### config.mk
export PLATFORM = sky130hd
export DESIGN_NAME = usb_periodic_split_scheduler
export DESIGN_NICKNAME = d
export VERILOG_FILES = /design/src/hdl/upss_pkg.sv /design/src/hdl/upss_core.sv /design/src/hdl/usb_periodic_split_scheduler.sv
export SDC_FILE = /design/constraint.sdc
export NUM_CORES = 1
export LEC_CHECK = 0
export BUFFER_PORTS_ARGS = -buffer_cell sky130_fd_sc_hd__buf_4
export CAP_MARGIN = 20
export CORE_MARGIN = 1
export CORE_UTILIZATION = 40
export CTS_BUF_LIST = sky130_fd_sc_hd__clkbuf_16
export CTS_CLUSTER_SIZE = 8
export DETAILED_ROUTE_END_ITERATION = 10
export PLACE_DENSITY_LB_ADDON = 0.05
export SLEW_MARGIN = 40
export SYNTH_ARGS = -nofsm -noshare
export SYNTH_HDL_FRONTEND = slang
export SYNTH_SLANG_ARGS = --single-unit
export TNS_END_PERCENT = 20
### constraint.sdc
create_clock -name clk -period 4.3 [get_ports clk]
set_input_delay 0.645 -clock clk [delete_from_list [all_inputs] [get_ports clk]]
set_output_delay 0.645 -clock clk [all_outputs]
set_load 0.01 [all_outputs]
### src/hdl/upss_pkg.sv
// upss_pkg: types and constants for the periodic split-transaction scheduler.
// No dependencies; imported by upss_core and usb_periodic_split_scheduler.
`timescale 1ns / 1ps

package upss_pkg;

	typedef enum logic [2:0] {
		PH_START_SPLIT = 3'd0,
		PH_START_DONE  = 3'd1,
		PH_COMP_SPLIT  = 3'd2,
		PH_COMP_RETRY  = 3'd3,
		PH_COMP_DONE   = 3'd4,
		PH_COMP_FAILED = 3'd5,
		PH_UNKNOWN     = 3'd6
	} phase_t;

	typedef enum logic [1:0] {
		KIND_START_SPLIT = 2'd0,
		KIND_CSPLIT_QRY  = 2'd1,
		KIND_XFER_DONE   = 2'd2,
		KIND_FRAME_OBS   = 2'd3
	} kind_t;

	localparam int unsigned ST_XFER = 0;
	localparam int unsigned ST_ACK  = 1;
	localparam int unsigned ST_NYET = 2;
	localparam int unsigned ST_NAK  = 3;

	localparam logic [1:0] RETRIES_FULL  = 2'd3;
	localparam logic [1:0] RETRIES_SHORT = 2'd2;
	localparam logic [2:0] MF_SHORT      = 3'd5;
	localparam logic [2:0] MF_SKIP       = 3'd6;
	localparam logic [2:0] MF_AFTER_SKIP = 3'd7;
	localparam logic [2:0] MF_STEP_FIRST = 3'd2;
	localparam logic [2:0] MF_STEP_RETRY = 3'd1;
	localparam logic [3:0] DELAY_NONE    = 4'd0;
	localparam logic [3:0] DELAY_NAK     = 4'd5;
	localparam logic [3:0] DELAY_RETRY   = 4'd8;

	typedef struct packed {
		phase_t     phase;
		logic [1:0] retries_left;
		logic [2:0] target_mf;
		logic       target_valid;
	} sched_state_t;

	typedef struct packed {
		logic       do_split;
		logic       frame_reached;
		logic       next_odd;
		logic [3:0] delay_frames;
		logic [2:0] phase_out;
		logic       error;
	} sched_result_t;

endpackage

### src/hdl/upss_core.sv
// upss_core: next-state and result logic for one scheduler beat.
// Purely combinational; depends on upss_pkg.
`timescale 1ns / 1ps

module upss_core import upss_pkg::*; (
	input  sched_state_t  cur,
	input  kind_t         kind,
	input  logic [3:0]    status_bits,
	input  logic [2:0]    microframe,
	output sched_state_t  nxt,
	output sched_result_t res
);

	logic [2:0] tgt;
	logic [2:0] obs_next;

	assign tgt      = cur.target_valid ? cur.target_mf : 3'd0;
	assign obs_next = (microframe + 3'd1 == MF_SKIP) ? MF_AFTER_SKIP : microframe + 3'd1;

	always_comb begin
		nxt               = cur;
		res.do_split      = 1'b0;
		res.frame_reached = 1'b0;
		res.delay_frames  = DELAY_NONE;
		res.error         = 1'b0;

		case (kind)
			KIND_START_SPLIT: begin
				nxt.target_valid = 1'b0;
				nxt.phase        = PH_START_SPLIT;
			end
			KIND_CSPLIT_QRY: begin
				case (cur.phase)
					PH_START_DONE: begin
						nxt.phase        = PH_COMP_SPLIT;
						nxt.retries_left = (tgt == MF_SHORT) ? RETRIES_SHORT : RETRIES_FULL;
						nxt.target_mf    = tgt + MF_STEP_FIRST;
						nxt.target_valid = 1'b1;
						res.do_split     = 1'b1;
					end
					PH_COMP_RETRY: begin
						res.error        = ~cur.target_valid;
						nxt.target_mf    = tgt + MF_STEP_RETRY;
						nxt.target_valid = 1'b1;
						res.do_split     = 1'b1;
					end
					PH_COMP_DONE, PH_COMP_FAILED: ;
					default: res.error = 1'b1;
				endcase
			end
			KIND_XFER_DONE: begin
				case (cur.phase)
					PH_START_SPLIT: begin
						res.error = ~status_bits[ST_ACK];
						nxt.phase = PH_START_DONE;
					end
					PH_COMP_SPLIT, PH_COMP_RETRY: begin
						if (status_bits[ST_XFER]) begin
							nxt.phase = PH_COMP_DONE;
						end else if (status_bits[ST_NYET] || status_bits[ST_ACK]) begin
							if (cur.retries_left == 2'd0) begin
								nxt.phase        = PH_COMP_FAILED;
								res.delay_frames = DELAY_RETRY;
							end else begin
								nxt.retries_left = cur.retries_left - 2'd1;
								nxt.phase        = PH_COMP_RETRY;
							end
						end else if (status_bits[ST_NAK]) begin
							nxt.phase        = PH_COMP_FAILED;
							res.delay_frames = DELAY_NAK;
						end else begin
							res.error = 1'b1;
						end
					end
					default: res.error = 1'b1;
				endcase
			end
			default: begin
				if (!cur.target_valid) begin
					nxt.target_mf    = obs_next;
					nxt.target_valid = 1'b1;
				end
				res.frame_reached = (microframe == nxt.target_mf);
			end
		endcase

		res.next_odd  = nxt.target_valid & nxt.target_mf[0];
		res.phase_out = nxt.phase;
	end

endmodule

### src/hdl/usb_periodic_split_scheduler.sv
// Periodic USB split-transaction scheduler, top level.
// A beat goes through the input register, then the result register. Throughput: one beat
// per cycle while out_ready does not stall the output, set by the combinational state
// update in upss_core. Reset clears the valid flags of both stages and puts the scheduler
// in the unknown phase with no target and no retries. Depends on upss_pkg and upss_core.
`timescale 1ns / 1ps

module usb_periodic_split_scheduler import upss_pkg::*; (
	input  logic        clk,
	input  logic        arst_n,
	input  logic        in_valid,
	output logic        in_ready,
	input  logic [1:0]  kind,
	input  logic [3:0]  status_bits,
	input  logic [13:0] frame_number,
	output logic        out_valid,
	input  logic        out_ready,
	output logic        do_split,
	output logic        frame_reached,
	output logic        next_odd,
	output logic [3:0]  delay_frames,
	output logic [2:0]  phase_out,
	output logic        error
);

	logic          valid_s1;
	kind_t         kind_s1;
	logic [3:0]    status_s1;
	logic [2:0]    mf_s1;
	logic          advance;
	sched_state_t  state_q;
	sched_state_t  state_nxt;
	sched_result_t res_nxt;
	sched_result_t res_q;
	logic          out_valid_q;

	assign advance  = valid_s1 & (~out_valid_q | out_ready);
	assign in_ready = ~valid_s1 | advance;

	always_ff @(posedge clk or negedge arst_n) begin
		if (!arst_n) begin
			valid_s1 <= 1'b0;
		end else if (in_ready) begin
			valid_s1 <= in_valid;
		end
	end

	always_ff @(posedge clk) begin
		if (in_ready && in_valid) begin
			kind_s1   <= kind_t'(kind);
			status_s1 <= status_bits;
			mf_s1     <= frame_number[2:0];
		end
	end

	upss_core u_core (
		.cur         (state_q),
		.kind        (kind_s1),
		.status_bits (status_s1),
		.microframe  (mf_s1),
		.nxt         (state_nxt),
		.res         (res_nxt)
	);

	always_ff @(posedge clk or negedge arst_n) begin
		if (!arst_n) begin
			state_q.phase        <= PH_UNKNOWN;
			state_q.retries_left <= 2'd0;
			state_q.target_mf    <= 3'd0;
			state_q.target_valid <= 1'b0;
			out_valid_q          <= 1'b0;
		end else begin
			if (advance) begin
				state_q <= state_nxt;
			end
			if (advance) begin
				out_valid_q <= 1'b1;
			end else if (out_ready) begin
				out_valid_q <= 1'b0;
			end
		end
	end

	always_ff @(posedge clk) begin
		if (advance) begin
			res_q <= res_nxt;
		end
	end

	assign out_valid     = out_valid_q;
	assign do_split      = res_q.do_split;
	assign frame_reached = res_q.frame_reached;
	assign next_odd      = res_q.next_odd;
	assign delay_frames  = res_q.delay_frames;
	assign phase_out     = res_q.phase_out;
	assign error         = res_q.error;

endmodule
# Word level (Yosys, flattened, before mapping)
# Cells that the tools add are included.
[word_totals]
reg_bits = 31
inputBits = 24
out_inout_bits = 13
elab_cells = 94
[op_classes]
add_sub_neg = 4
n_eq_ne = 16
muxes = 32
bitwise_logic = 11
reduce_logical = 15
[op_table]
columns = ["op", "count"]
rows = [
  ["3-bit two-way mux", 7],
  ["4-bit two-way mux", 4],
  ["3-bit equality test (second input constant)", 4],
  ["3-bit one-hot mux with 2 select lines", 2],
  ["3-bit one-hot mux with 3 select lines", 1],
  ["3-bit OR reduction", 3],
  ["2-bit two-way mux", 4],
  ["2-bit inequality test (second input constant)", 4],
  ["4-bit one-hot mux with 2 select lines", 1],
  ["1-bit two-way mux", 7],
  ["1-bit inverter", 7],
  ["7-bit AND reduction", 1],
  ["3-bit by 1-bit adder with 3-bit output (second input constant)", 2],
  ["3-bit by 2-bit equality test with 1-bit output (second input constant)", 2],
  ["1-bit one-hot mux with 2 select lines", 3],
  ["2-bit OR reduction", 3],
  ["5-bit two-way mux", 1],
  ["2-bit logical NOT", 2],
  ["2-bit one-hot mux with 2 select lines", 1],
  ["2-bit nonzero test", 2],
  ["3-bit by 2-bit adder with 3-bit output (second input constant)", 1],
  ["3-bit by 1-bit equality test with 1-bit output (second input constant)", 1],
  ["3-bit equality test", 1],
  ["3-bit logical NOT", 1],
  ["11 further kinds", 13],
]

# Logic depth before layout (Yosys ltp)
# Gate-level depths: netlist (run 1).
[depth]
word_depth = 7
mapped_depth = 8
mapped_depth_nobuf = 8

# Modules after synthesis
# A second synthesis (run 1) with hierarchy kept.
[unflattened]
hier_cells = 160
area_unflattened_um2 = 1799.2
[by_module_without_submodules]
columns = ["module", "n_inst", "cells_each", "area_per_inst_um2", "seq_area_each_um2"]
rows = [
  ["usb_periodic_split_scheduler", 1, 47, 1036.0, 878.3],
  ["upss_core", 1, 113, 763.2, 0.0],
]

# Worst setup path after synthesis (run 1)
# Ideal clock, no wire load.
[synth_timing]
path_kind = "reg2reg"
from = "reg kind_s1[0]"
to = "reg state_q[3] in the netlist's numbering"
setup_time_ns = 0.124
arrival_ns = 1.710
required_ns = 4.176
setup_slack_ns = 2.466
stages_incl_launch_ff = 7
path_buffers = 0
synth_period_minus_slack_ns = 1.834
cell_sequence = "edfxtp_1 -> inv_1 -> ha_1 -> or2_1 -> a2111oi_4 -> o21ai_2 -> a211o_1"
[synth_via]
elab_chain_cells = 4
elab_cells_between_ends = 8
cone_classes = "3 x eq/ne; 1 x mux; 1 x bitwise; 3 x reduce/logical"
[synth_lines]
columns = ["item", "line", "text"]
rows = [
  ["start, declared", "usb_periodic_split_scheduler.sv:27", "kind_t kind_s1;"],
  ["start signal, assigned", "usb_periodic_split_scheduler.sv:50", "kind_s1 <= kind_t'(kind);"],
  ["2-bit equality test / 2-bit logical NOT (equally long branches)", "upss_core.sv:27", "case (kind)"],
  ["2-bit OR reduction (no line)", "n/a", ""],
  ["1-bit inverter (no line)", "n/a", ""],
  ["3-bit AND reduction (no line)", "n/a", ""],
  ["end signal, assigned", "usb_periodic_split_scheduler.sv:74", "state_q <= state_nxt;"],
  ["end, declared", "usb_periodic_split_scheduler.sv:31", "sched_state_t state_q;"],
]
# Parallel ways exist; a longest one is shown, timed or not.
# A chain may end at the register's enable or synchronous reset.

# Worst setup path after layout (run 1)
[layout_timing]
from = "reg state_q[0] in the netlist's numbering"
to = "reg state_q[3] in the netlist's numbering"
[layout_via]
elab_chain_cells = 4
elab_cells_between_ends = 7
cone_classes = "2 x add/sub; 5 x mux"
[layout_lines]
columns = ["item", "line", "text"]
rows = [
  ["3-bit two-way mux", "upss_core.sv:17", "assign tgt = cur.target_valid ? cur.target_mf : 3'd0;"],
  ["3-bit by 1-bit adder with 3-bit output / 3-bit by 2-bit adder with 3-bit output (equally long branches)", "upss_core.sv:43, upss_core.sv:37", ""],
  ["4-bit one-hot mux with 2 select lines", "upss_core.sv:33", "case (cur.phase)"],
  ["3-bit one-hot mux with 2 select lines *", "upss_core.sv:27", ""],
]
# Every way passes the cells marked *; elsewhere a longest branch is shown, timed or not. The select of a mux whose other input is x is not followed.

==> results of run 1 <==
==> path summary, 6_finish.rpt <==
| path | from | end | slack [ps] |
|---|---|---|---|
| worst min register to register | valid_s1 | out_valid | 520 |
| worst max register to register | state_q[0] | state_q[3] | 2100 |
| max in group asynchronous | arst_n | state_q[8] | 3860 |
| worst min-delay path | arst_n | state_q[6] | 210 |
| worst max-delay path | state_q[0] | state_q[3] | 2100 |
| min in group clk | valid_s1 | out_valid | 520 |
==> sequential cells by signal (all words and copies together), names as in the netlist <==
| register | flops |
|---|---|
| kind_s1 | 2 |
| phase_out | 3 |
| next_odd | 1 |
| do_split | 1 |
| error | 1 |
| delay_frames | 2 |
| valid_s1 | 1 |
| frame_reached | 1 |
| status_s1 | 4 |
| state_q | 9 |
| mf_s1 | 3 |
| out_valid | 1 |
==> final cells by class <==
type | count | area (µm²) | area share
multi-input combinational | 113 | 815 | 0.394
clock inverter | 3 | 11.3 | 0.00544
inverter | 15 | 56.3 | 0.0272
timing repair buffer | 24 | 180 | 0.0871
sequential | 29 | 818 | 0.396
clock buffer | 5 | 125 | 0.0605
tap | 50 | 62.6 | 0.0302
==> through the flow <==
step	power [µW]	hold slack (ps)	area (µm²)	utilization
final	919	206	2070	0.506
after global routing	976	208	2070	0.506
after floorplan	542	349	1740	-
after CTS	928	205	2070	0.506
after detailed placement	607	495	1930	0.473
after global placement	600	497	1930	0.473
==> cell usage in the layout (no fill, tap or decap), types with 2 or more instances in the layout <==
cell type   n
and3_1      3
o21a_1      2
nand2_1    10
xor2_1      2
nand3_1     3
o21ai_0    11
ha_1       10
o41ai_1     2
xnor2_1     3
o2111ai_1   2
clkinv_1    2
and2_1      2
a22o_1      2
edfxtp_1   18
o32ai_1     2
buf_4      24
inv_1      16
nor2b_1     2
clkbuf_16   5
nor2_1     10
o31ai_1     4
dfstp_2     2
a21oi_1     8
nand2b_1    4
a21boi_0    2
mux2i_1     3
dfrtp_1     9
nor3_1      2
==> worst max-delay path, cell delays in order (launching register included) <==
cell	delay, ps
dfrtp_1	600
clkinv_1	380
nor2_1	230
ha_1	180
nand4b_1	110
o31ai_1	80
o2111a_1	240
a211o_1	260
==> routing by layer <==
layer / wire length (µm) / vias up
met1: 1670 / 623
li1: - / 654
met2: 1600 / 37
met4: 21 / 0
met5: 0 / -
met3: 175 / 2
==> where the power goes <==
group          internal (µW)  total (µW)  switching, µW
clock network            207         316            109
registers                343         396           52.4
logic                   97.5         208            110
==> kinds of logic after synthesis <==
kind of cell	after synthesis	synth area share
other	1	0.00216
AO/OA/AOI/OAI	47	0.202
XOR/XNOR	5	0.0252
AND/OR/NAND/NOR	47	0.150
buffers and inverters	25	0.0605
adder cells (fa/ha/maj)	10	0.0720
flip-flops	29	0.471
multiplexers	3	0.0173
==> Flow_metrics.wiki, run 1 <==
{| class="wikitable"
! Metric !! Value
|-
| Crit path launch type || register
|-
| Classification of the worst setup path || reg -> reg
|-
| Prevailing post-synth register cell || edfxtp_1
|-
| Outcome || finished clean
|-
| Buffer levels on the longest clock path || 2
|-
| List of most frequent post-synthesis cells || edfxtp_1 (18), inv_1 (14), o21ai_0 (11)
|-
| Net count of the mapped netlist || 201
|-
| DP Wirelength || 2500 µm
|-
| Total Routed Length || 3460 µm
|-
| Most common cell in the synthesized netlist || edfxtp_1
|-
| Maximum number of pins on one net before global-route repair || 21
|-
| Post-route fraction of the period consumed by the critical path || 0.512
|-
| Lkg Pwr || 0.000877 µW
|-
| Final estimated routing congestion in global placement || 0.837
|-
| Global-route wire length before repair || 5970 µm
|-
| Vias in the first global route || 1283
|-
| Grt total ovfl || 0
|-
| EDFF count, synth || 18
|-
| Net count of the finished layout || 222
|-
| Maxcap violations || 0
|-
| Via total after detailed routing || 1316
|-
| CTS Buf Count || 5
|-
| Clock skew || 7.55 ps
|-
| H-tree depth reported by CTS || 2
|-
| Wire length per cell || 14.5 µm
|-
| Library cells used by synthesis || 53
|-
| Number of filler instances in the final layout || 387
|-
| Antenna fix cells || 0
|-
| Share of the synthesized area in the top cell type || 0.311
|-
| Cell taking the most area after synthesis || edfxtp_1
|-
| Global routing's busiest layer || met2
|-
| Post-Syn Area || 1740 µm²
|-
| Cell depth of the worst flop-to-flop path || 7
|-
| Die height || 67.9 µm
|-
| Router iterations before antenna repair || 4
|-
| Register area share after synthesis || 0.471
|-
| Clock root cell || clkbuf_16
|-
| Number of clock sinks || 29
|-
| Unrepaired setup endpoints after global routing || false
|-
| Met3 layer usage reported by global route || 0.0550
|-
| Initial antenna violation count || 0
|-
| Met1 demand-to-capacity share in global routing || 0.243
|-
| Syn_area_per_cell || 10.4 µm²
|-
| Detailed-route DRC error count || 0
|-
| Clock tree from TritonCTS || yes
|-
| Sort of element at the end of the critical path || register
|-
| Max rail drop VDD || 217 µV
|-
| Synthesis-stage register bit count || 29
|-
| Final setup margin || 2100 ps
|-
| Global-route met2 utilization || 0.267
|-
| Register clock-pin slew on the reported worst setup and hold paths || 50 ps
|-
| Synth top area cells || edfxtp_1 (31%), dfrtp_1 (13%), ha_1 (7.2%)
|-
| Final count of negative-setup-slack endpoints || 0
|-
| Layout-stage area growth over the synthesis result || 19.0%
|-
| Clock period minus final worst setup slack || 2200 ps
|-
| Number of I/O pins || 37
|-
| DR iter-0 viols || 73
|-
| Share of layout cells above drive strength 1 || 0.190
|-
| Async set or reset register ratio after synthesis || 0.379
|-
| Hold crit path type || in -> async
|-
| Total setup buffers inserted after CTS || 0
|-
| Number of warnings issued by yosys || 0
|-
| Worst setup timing slack at the placement stage || 2130 ps
|-
| Slew at the pin with the worst max-slew slack || 526 ps
|-
| All-layer global routing usage || 0.179
|-
| Die Width || 67.9 µm
|-
| Power density of the placed cells || 444 nW/µm²
|-
| Number of buffers inserted for hold repair after clock tree synthesis || 0
|-
| Highest achievable clock rate || 0.454 GHz
|-
| TNS Setup || 0 ps
|-
| Final instance count without filler cells || 239
|-
| Die area || 4610 µm²
|-
| Worst path arrival time || 2350 ps
|-
| Final Hold Viols || 0
|-
| Final-report max-slew violation count || 0
|-
| Max transition margin || 0.650
|-
| Later-pin clock latency in the skew report || 270 ps
|-
| Number of placed cells counting well taps || 231
|-
| Effective utilization at floorplan || 0.425
|-
| Floorplan row count || 23
|-
| Instance count of the mapped netlist || 167
|-
| Remaining number of nets flagged by the antenna check after routing || 0
|-
| Resize count post-CTS || 0
|-
| Via density per instance || 5.51
|-
| Worst endpoint required time || 4450 ps
|-
| Std-Cell Core Area || 4090 µm²
|-
| Critical Path Fanout Max || 13
|-
| Count of buffers inserted at the top-level ports || 24
|}
No activity file was read; power rests on OpenSTA's default activity.
==> run 2, diff against run 1 <==
Clock period 4.3 ns to 1.9 ns, I/O delays scaled along.
==> run 2 against run 1 <==
- critical path depth decreased by 1
- die area unchanged
- non-clock buffer count increased by 13
- core utilization increased by 3.5 points
- critical path type unchanged
- highest routed layer unchanged
==> Flow_metrics.wiki, run 2 (synthesis results as in run 1) <==
{| class="wikitable"
! Metric !! Value
|-
| Power density of the placed cells || 1040 nW/µm²
|-
| Most used cells in the layout excluding fill and tap cells || buf_4 (36), edfxtp_1 (18), inv_1 (15)
|-
| Utilization of the core after routing || 0.541
|-
| Hold crit path type || in -> reg
|-
| R2r endpoint || state_q[3]
|-
| Buffer levels on the longest clock path || 2
|-
| Via total after detailed routing || 1361
|-
| Number of clock sinks || 29
|-
| Largest register by flop count || state_q
|-
| Crit path launch type || register
|-
| Initial antenna violation count || 0
|-
| Count of buffers inserted at the top-level ports || 24
|-
| Remaining number of nets flagged by the antenna check after routing || 0
|-
| Highest achievable clock rate || 0.550 GHz
|-
| Global-route wire length before repair || 6040 µm
|-
| Final count of negative-setup-slack endpoints || 0
|-
| Most common cell after layout, fill and taps aside || buf_4
|-
| Setup crit end || state_q[3]
|-
| Worst setup path startpoint || kind_s1[1]
|-
| Flip-flop count of the largest register after layout || 9
|-
| Max rail drop VDD || 468 µV
|-
| Sort of element at the end of the critical path || register
|-
| Router iterations before antenna repair || 4
|-
| Grt total ovfl || 0
|-
| Worst path arrival time || 1980 ps
|-
| Final Hold Viols || 0
|-
| Total Routed Length || 3610 µm
|-
| Outcome || finished clean
|-
| Layout-stage area growth over the synthesis result || 27.3%
|-
| Later-pin clock latency in the skew report || 280 ps
|-
| DR iter-0 viols || 111
|-
| Area of all placed cells without fillers || 2210 µm²
|-
| All-layer global routing usage || 0.182
|-
| Net count of the finished layout || 235
|-
| Std-Cell Core Area || 4090 µm²
|-
| Maximum number of pins on one net before global-route repair || 20
|-
| Antenna fix cells || 0
|-
| Share of layout cells above drive strength 1 || 0.252
|-
| Final-report max-slew violation count || 0
|-
| Worst endpoint required time || 2060 ps
|-
| Classification of the worst setup path || reg -> reg
|-
| Clock period minus final worst setup slack || 1820 ps
|-
| Worst hold path startpoint || status_bits[0]
|-
| Die Width || 67.9 µm
|-
| Lkg Pwr || 0.000951 µW
|-
| Effective utilization at floorplan || 0.425
|-
| Final estimated routing congestion in global placement || 0.848
|-
| Cell depth of the worst flop-to-flop path || 6
|-
| Vias in the first global route || 1337
|-
| H-tree depth reported by CTS || 2
|-
| Startpoint of the most critical register-to-register path || kind_s1[1]
|-
| CTS Buf Count || 5
|-
| Clock skew || 5.01 ps
|-
| Floorplan row count || 23
|-
| DP Wirelength || 2680 µm
|-
| Via density per instance || 5.40
|-
| Detailed-route DRC error count || 0
|-
| Maxcap violations || 0
|-
| Total setup buffers inserted after CTS || 0
|-
| Die area || 4610 µm²
|-
| Wire length per cell || 14.3 µm
|-
| Post-route fraction of the period consumed by the critical path || 0.958
|-
| Clock root cell || clkbuf_16
|-
| Die height || 67.9 µm
|-
| Clock tree from TritonCTS || yes
|-
| TNS Setup || 0 ps
|-
| Number of I/O pins || 37
|-
| Register clock-pin slew on the reported worst setup and hold paths || 50 ps
|-
| Dpl cell area || 2020 µm²
|-
| Unrepaired setup endpoints after global routing || false
|-
| Critical Path Fanout Max || 4
|-
| R2r setup slk || 80 ps
|-
| Overall power consumption || 2290 µW
|-
| Largest registers in the final layout || state_q: 9 flops, status_s1: 4 flops
|}
==> run 2: cell type report <==
cell class / count / area, µm²
repair buffers: 37 / 280
fillers: 362 / 1870
clock buffers: 5 / 125
clock inverters: 3 / 37.5
inverters: 15 / 56.3
flip-flops and latches: 29 / 818
well taps: 50 / 62.6
multi-input cells: 113 / 832
==> run 2: what timing repair did <==
| item | 4_1_cts | 5_1_grt |
|---|---|---|
| endpoints found under the setup margin | 0 | 2 |
| hold buffers | 1 | 0 |
| resized for setup | 0 | 3 |
| hold endpoints to repair | 9 | 0 |
==> run 2: per-layer routing <==
metal  part of all wire  GRT usage  vias to the layer above
met3              0.046     0.0550                        8
met5                  0          0                        -
met4              0.022     0.0807                        0
li1                   -          -                      674
met2               0.46      0.278                       37
met1               0.48      0.236                      642
==> run 2: worst max-delay path: stages, from the launching register on <==
cell       delay [ps]
edfxtp_1          360
inv_1              70
ha_1              180
or2_4             260
a2111oi_4         410
o21ai_2           110
a211o_1           310
==> run 2: report_power, final <==
group / total, µW / switching [µW] / internal, µW
clock network: 870 / 263 / 607
logic: 568 / 302 / 265
registers: 852 / 76.3 / 776
==> run 2: worst min path at each step <==
stage | to | slack, ps | cells after the start
floorplan | out_valid | -10 | 0
global placement | state_q[6] | 140 | 1
detailed placement | state_q[6] | 140 | 1
CTS | status_s1[0] | 180 | 1
global route | status_s1[0] | 180 | 1
finish | status_s1[0] | 190 | 1
==> run 2: stage by stage <==
stage	worst slack, ps	cells	hold WS (ps)
2_1_floorplan	66.3	167	-10.6
3_3_place_gp	74.5	243	135
3_5_place_dp	19.4	243	139
4_1_cts	11.5	252	181
5_1_grt	3.88	252	179
6_report	80.5	252	186
==> run 3, diff against run 2 <==
Settings changed: CELL_PAD_IN_SITES_DETAIL_PLACEMENT from default to 0, CELL_PAD_IN_SITES_GLOBAL_PLACEMENT from default to 2, CORE_UTILIZATION 40 to 30, REMOVE_ABC_BUFFERS from default to 1.
==> run 3 against run 2 <==
- register-to-register slack better by 30 ps
- non-clock buffer count increased by 3
- highest routed layer unchanged
- global-route usage shrank 4.2 points
- flip-flop and latch count is the same
- critical endpoint unchanged
==> Flow_metrics.wiki, run 3 (synthesis results as in run 1) <==
{| class="wikitable"
! Metric !! Value
|-
| Net Sw Power || 645 µW
|-
| Final-report max-slew violation count || 0
|-
| Hold crit path type || in -> reg
|-
| Via total after detailed routing || 1356
|-
| Number of placed cells counting well taps || 267
|-
| Register clock-pin slew on the reported worst setup and hold paths || 50 ps
|-
| Area of combinational cells with multiple inputs || 842 µm²
|-
| Clock period minus final worst setup slack || 1790 ps
|-
| Maximum number of pins on one net before global-route repair || 15
|-
| Die Width || 78.1 µm
|-
| Outcome || finished clean
|-
| CTS Buf Count || 5
|-
| Effective utilization at floorplan || 0.314
|-
| CP max stage cell || edfxtp_1
|-
| Die height || 78.1 µm
|-
| Largest registers in the final layout || state_q: 9 flops, status_s1: 4 flops
|-
| Final setup margin || 110 ps
|-
| Clock skew || 2.79 ps
|-
| Later-pin clock latency in the skew report || 270 ps
|-
| Largest register by flop count || state_q
|-
| Clock power share || 0.335
|-
| Share of layout cells above drive strength 1 || 0.268
|-
| Layout-stage area growth over the synthesis result || 29.3%
|-
| Std-Cell Core Area || 5540 µm²
|-
| Clock tree from TritonCTS || yes
|-
| Initial antenna violation count || 0
|-
| Net count of the finished layout || 238
|-
| Critical path buffer and inverter count || 2
|-
| Flip-flop count of the largest register after layout || 9
|-
| Grt total ovfl || 0
|-
| Number of clock sinks || 29
|-
| Via density per instance || 4.90
|-
| Global-route wire length before repair || 6490 µm
|-
| Max rail drop VDD || 364 µV
|-
| Maxcap violations || 0
|-
| Number of filler instances in the final layout || 560
|-
| Floorplan row count || 27
|-
| Crit-path cells || inv_1, ha_1, or2_1, a2111oi_4, buf_4, o21ai_2, a211o_1
|-
| Wire length per cell || 14.3 µm
|-
| Most common cell after layout, fill and taps aside || buf_4
|-
| Worst setup timing slack at the placement stage || 27.5 ps
|-
| Final estimated routing congestion in global placement || 0.702
|-
| Most used cells in the layout excluding fill and tap cells || buf_4 (39), edfxtp_1 (18), inv_1 (14)
|-
| Internal || 1520 µW
|-
| Lkg Pwr || 0.000955 µW
|-
| Total area of sequential cells || 818 µm²
|-
| DP Wirelength || 2930 µm
|-
| Final count of negative-setup-slack endpoints || 0
|-
| Switching power as a share of total power || 0.297
|-
| Buffer levels on the longest clock path || 2
|-
| Detailed-route DRC error count || 0
|-
| Classification of the worst setup path || reg -> reg
|-
| Count of buffers inserted at the top-level ports || 24
|-
| Number of I/O pins || 37
|-
| Final Hold Viols || 0
|-
| DR iter-0 viols || 64
|-
| Sort of element at the end of the critical path || register
|-
| Family with the most delay on the worst path || compound AO/OA/AOI/OAI gates
|-
| Reg power frac || 0.396
|-
| Post-route fraction of the period consumed by the critical path || 0.942
|-
| Total Routed Length || 3960 µm
|-
| Crit path launch type || register
|-
| Comb pwr share || 0.269
|-
| Die area || 6100 µm²
|-
| Remaining number of nets flagged by the antenna check after routing || 0
|-
| H-tree depth reported by CTS || 2
|-
| Delay of the slowest cell on the worst path || 360 ps
|-
| Clock root cell || clkbuf_16
|-
| Highest achievable clock rate || 0.559 GHz
|-
| Router iterations before antenna repair || 4
|-
| All-layer global routing usage || 0.140
|-
| Worst endpoint required time || 2050 ps
|-
| Power density of the placed cells || 965 nW/µm²
|-
| Unrepaired setup endpoints after global routing || false
|-
| Antenna fix cells || 0
|-
| Worst path arrival time || 1940 ps
|-
| Critical Path Fanout Max || 4
|-
| Vias in the first global route || 1312
|-
| Final instance count without filler cells || 277
|}
==> run 3: cell types whose count changed in the layout (fill, tap and decap cells not counted), sizes merged <==
cell,previous run,this run
inv,15,14
bufinv,1,0
buf,36,39
clkinv,2,4
==> run 3: cell type report <==
| cell class | instances | area share |
|---|---|---|
| Clock buffer | 5 | 0.0557 |
| Multi-Input combinational cell | 113 | 0.375 |
| Clock inverter | 3 | 0.00557 |
| Tap cell | 72 | 0.0401 |
| Timing Repair Buffer | 40 | 0.135 |
| Inverter | 15 | 0.0251 |
| Sequential cell | 29 | 0.364 |
==> run 3: path summary, 6_finish.rpt <==
| path | start | endpoint | slack, ps | cells after the start |
|---|---|---|---|---|
| max | kind_s1[1] | state_q[3] | 110 | 7 |
| min | kind[1] | kind_s1[1] | 190 | 1 |
| max reg2reg | kind_s1[1] | state_q[3] | 110 | 7 |
| min reg2reg | state_q[5] | state_q[5] | 530 | 2 |
| max in group asynchronous | arst_n | state_q[8] | 1260 | 2 |
| min in group asynchronous | arst_n | state_q[5] | 400 | 2 |
==> run 3: metal layers <==
metal  routed length (µm)  track usage  up-vias
li1                     -            -      683
met1                 1920        0.188      639
met2                 1860        0.223       29
met3                  130       0.0279        5
met4                   51       0.0500        0
met5                    0            0        -
==> run 3: worst register-to-register path: stages (launching register included) <==
cell and delay [ps]:
edfxtp_1 360, inv_1 70, ha_1 170, or2_1 270, a2111oi_4 270, buf_4 190
o21ai_2 60, a211o_1 290
==> run 3: timing repair <==
| item | in CTS | in global routing |
|---|---|---|
| endpoints found under the hold margin | 9 | 0 |
| setup buffers | 0 | 1 |
| hold buffers | 1 | 0 |
| gates resized for setup | 0 | 4 |
| setup endpoints to repair | 0 | 3 |
==> run 3: power by group through the flow <==
stage / Combinational, µW / Clock [µW] / Sequential, µW
2_1_floorplan: 327 / 0 / 881
3_3_place_gp: 564 / 0 / 865
3_5_place_dp: 568 / 0 / 868
4_1_cts: 574 / 750 / 858
5_1_grt: 657 / 774 / 872
6_report: 584 / 727 / 859
==> run 3: stage by stage <==
stage          TNS [ps]  power, µW  cell area [µm²]  hold slack [ps]  utilization
3_5_place_dp          0       1440             2060              144        0.373
6_report              0       2170             2250              189        0.406
4_1_cts               0       2180             2210              183        0.399
5_1_grt               0       2300             2250              179        0.406
3_3_place_gp          0       1430             2060              141        0.373
2_1_floorplan     -41.6       1210             1690            -10.6            -
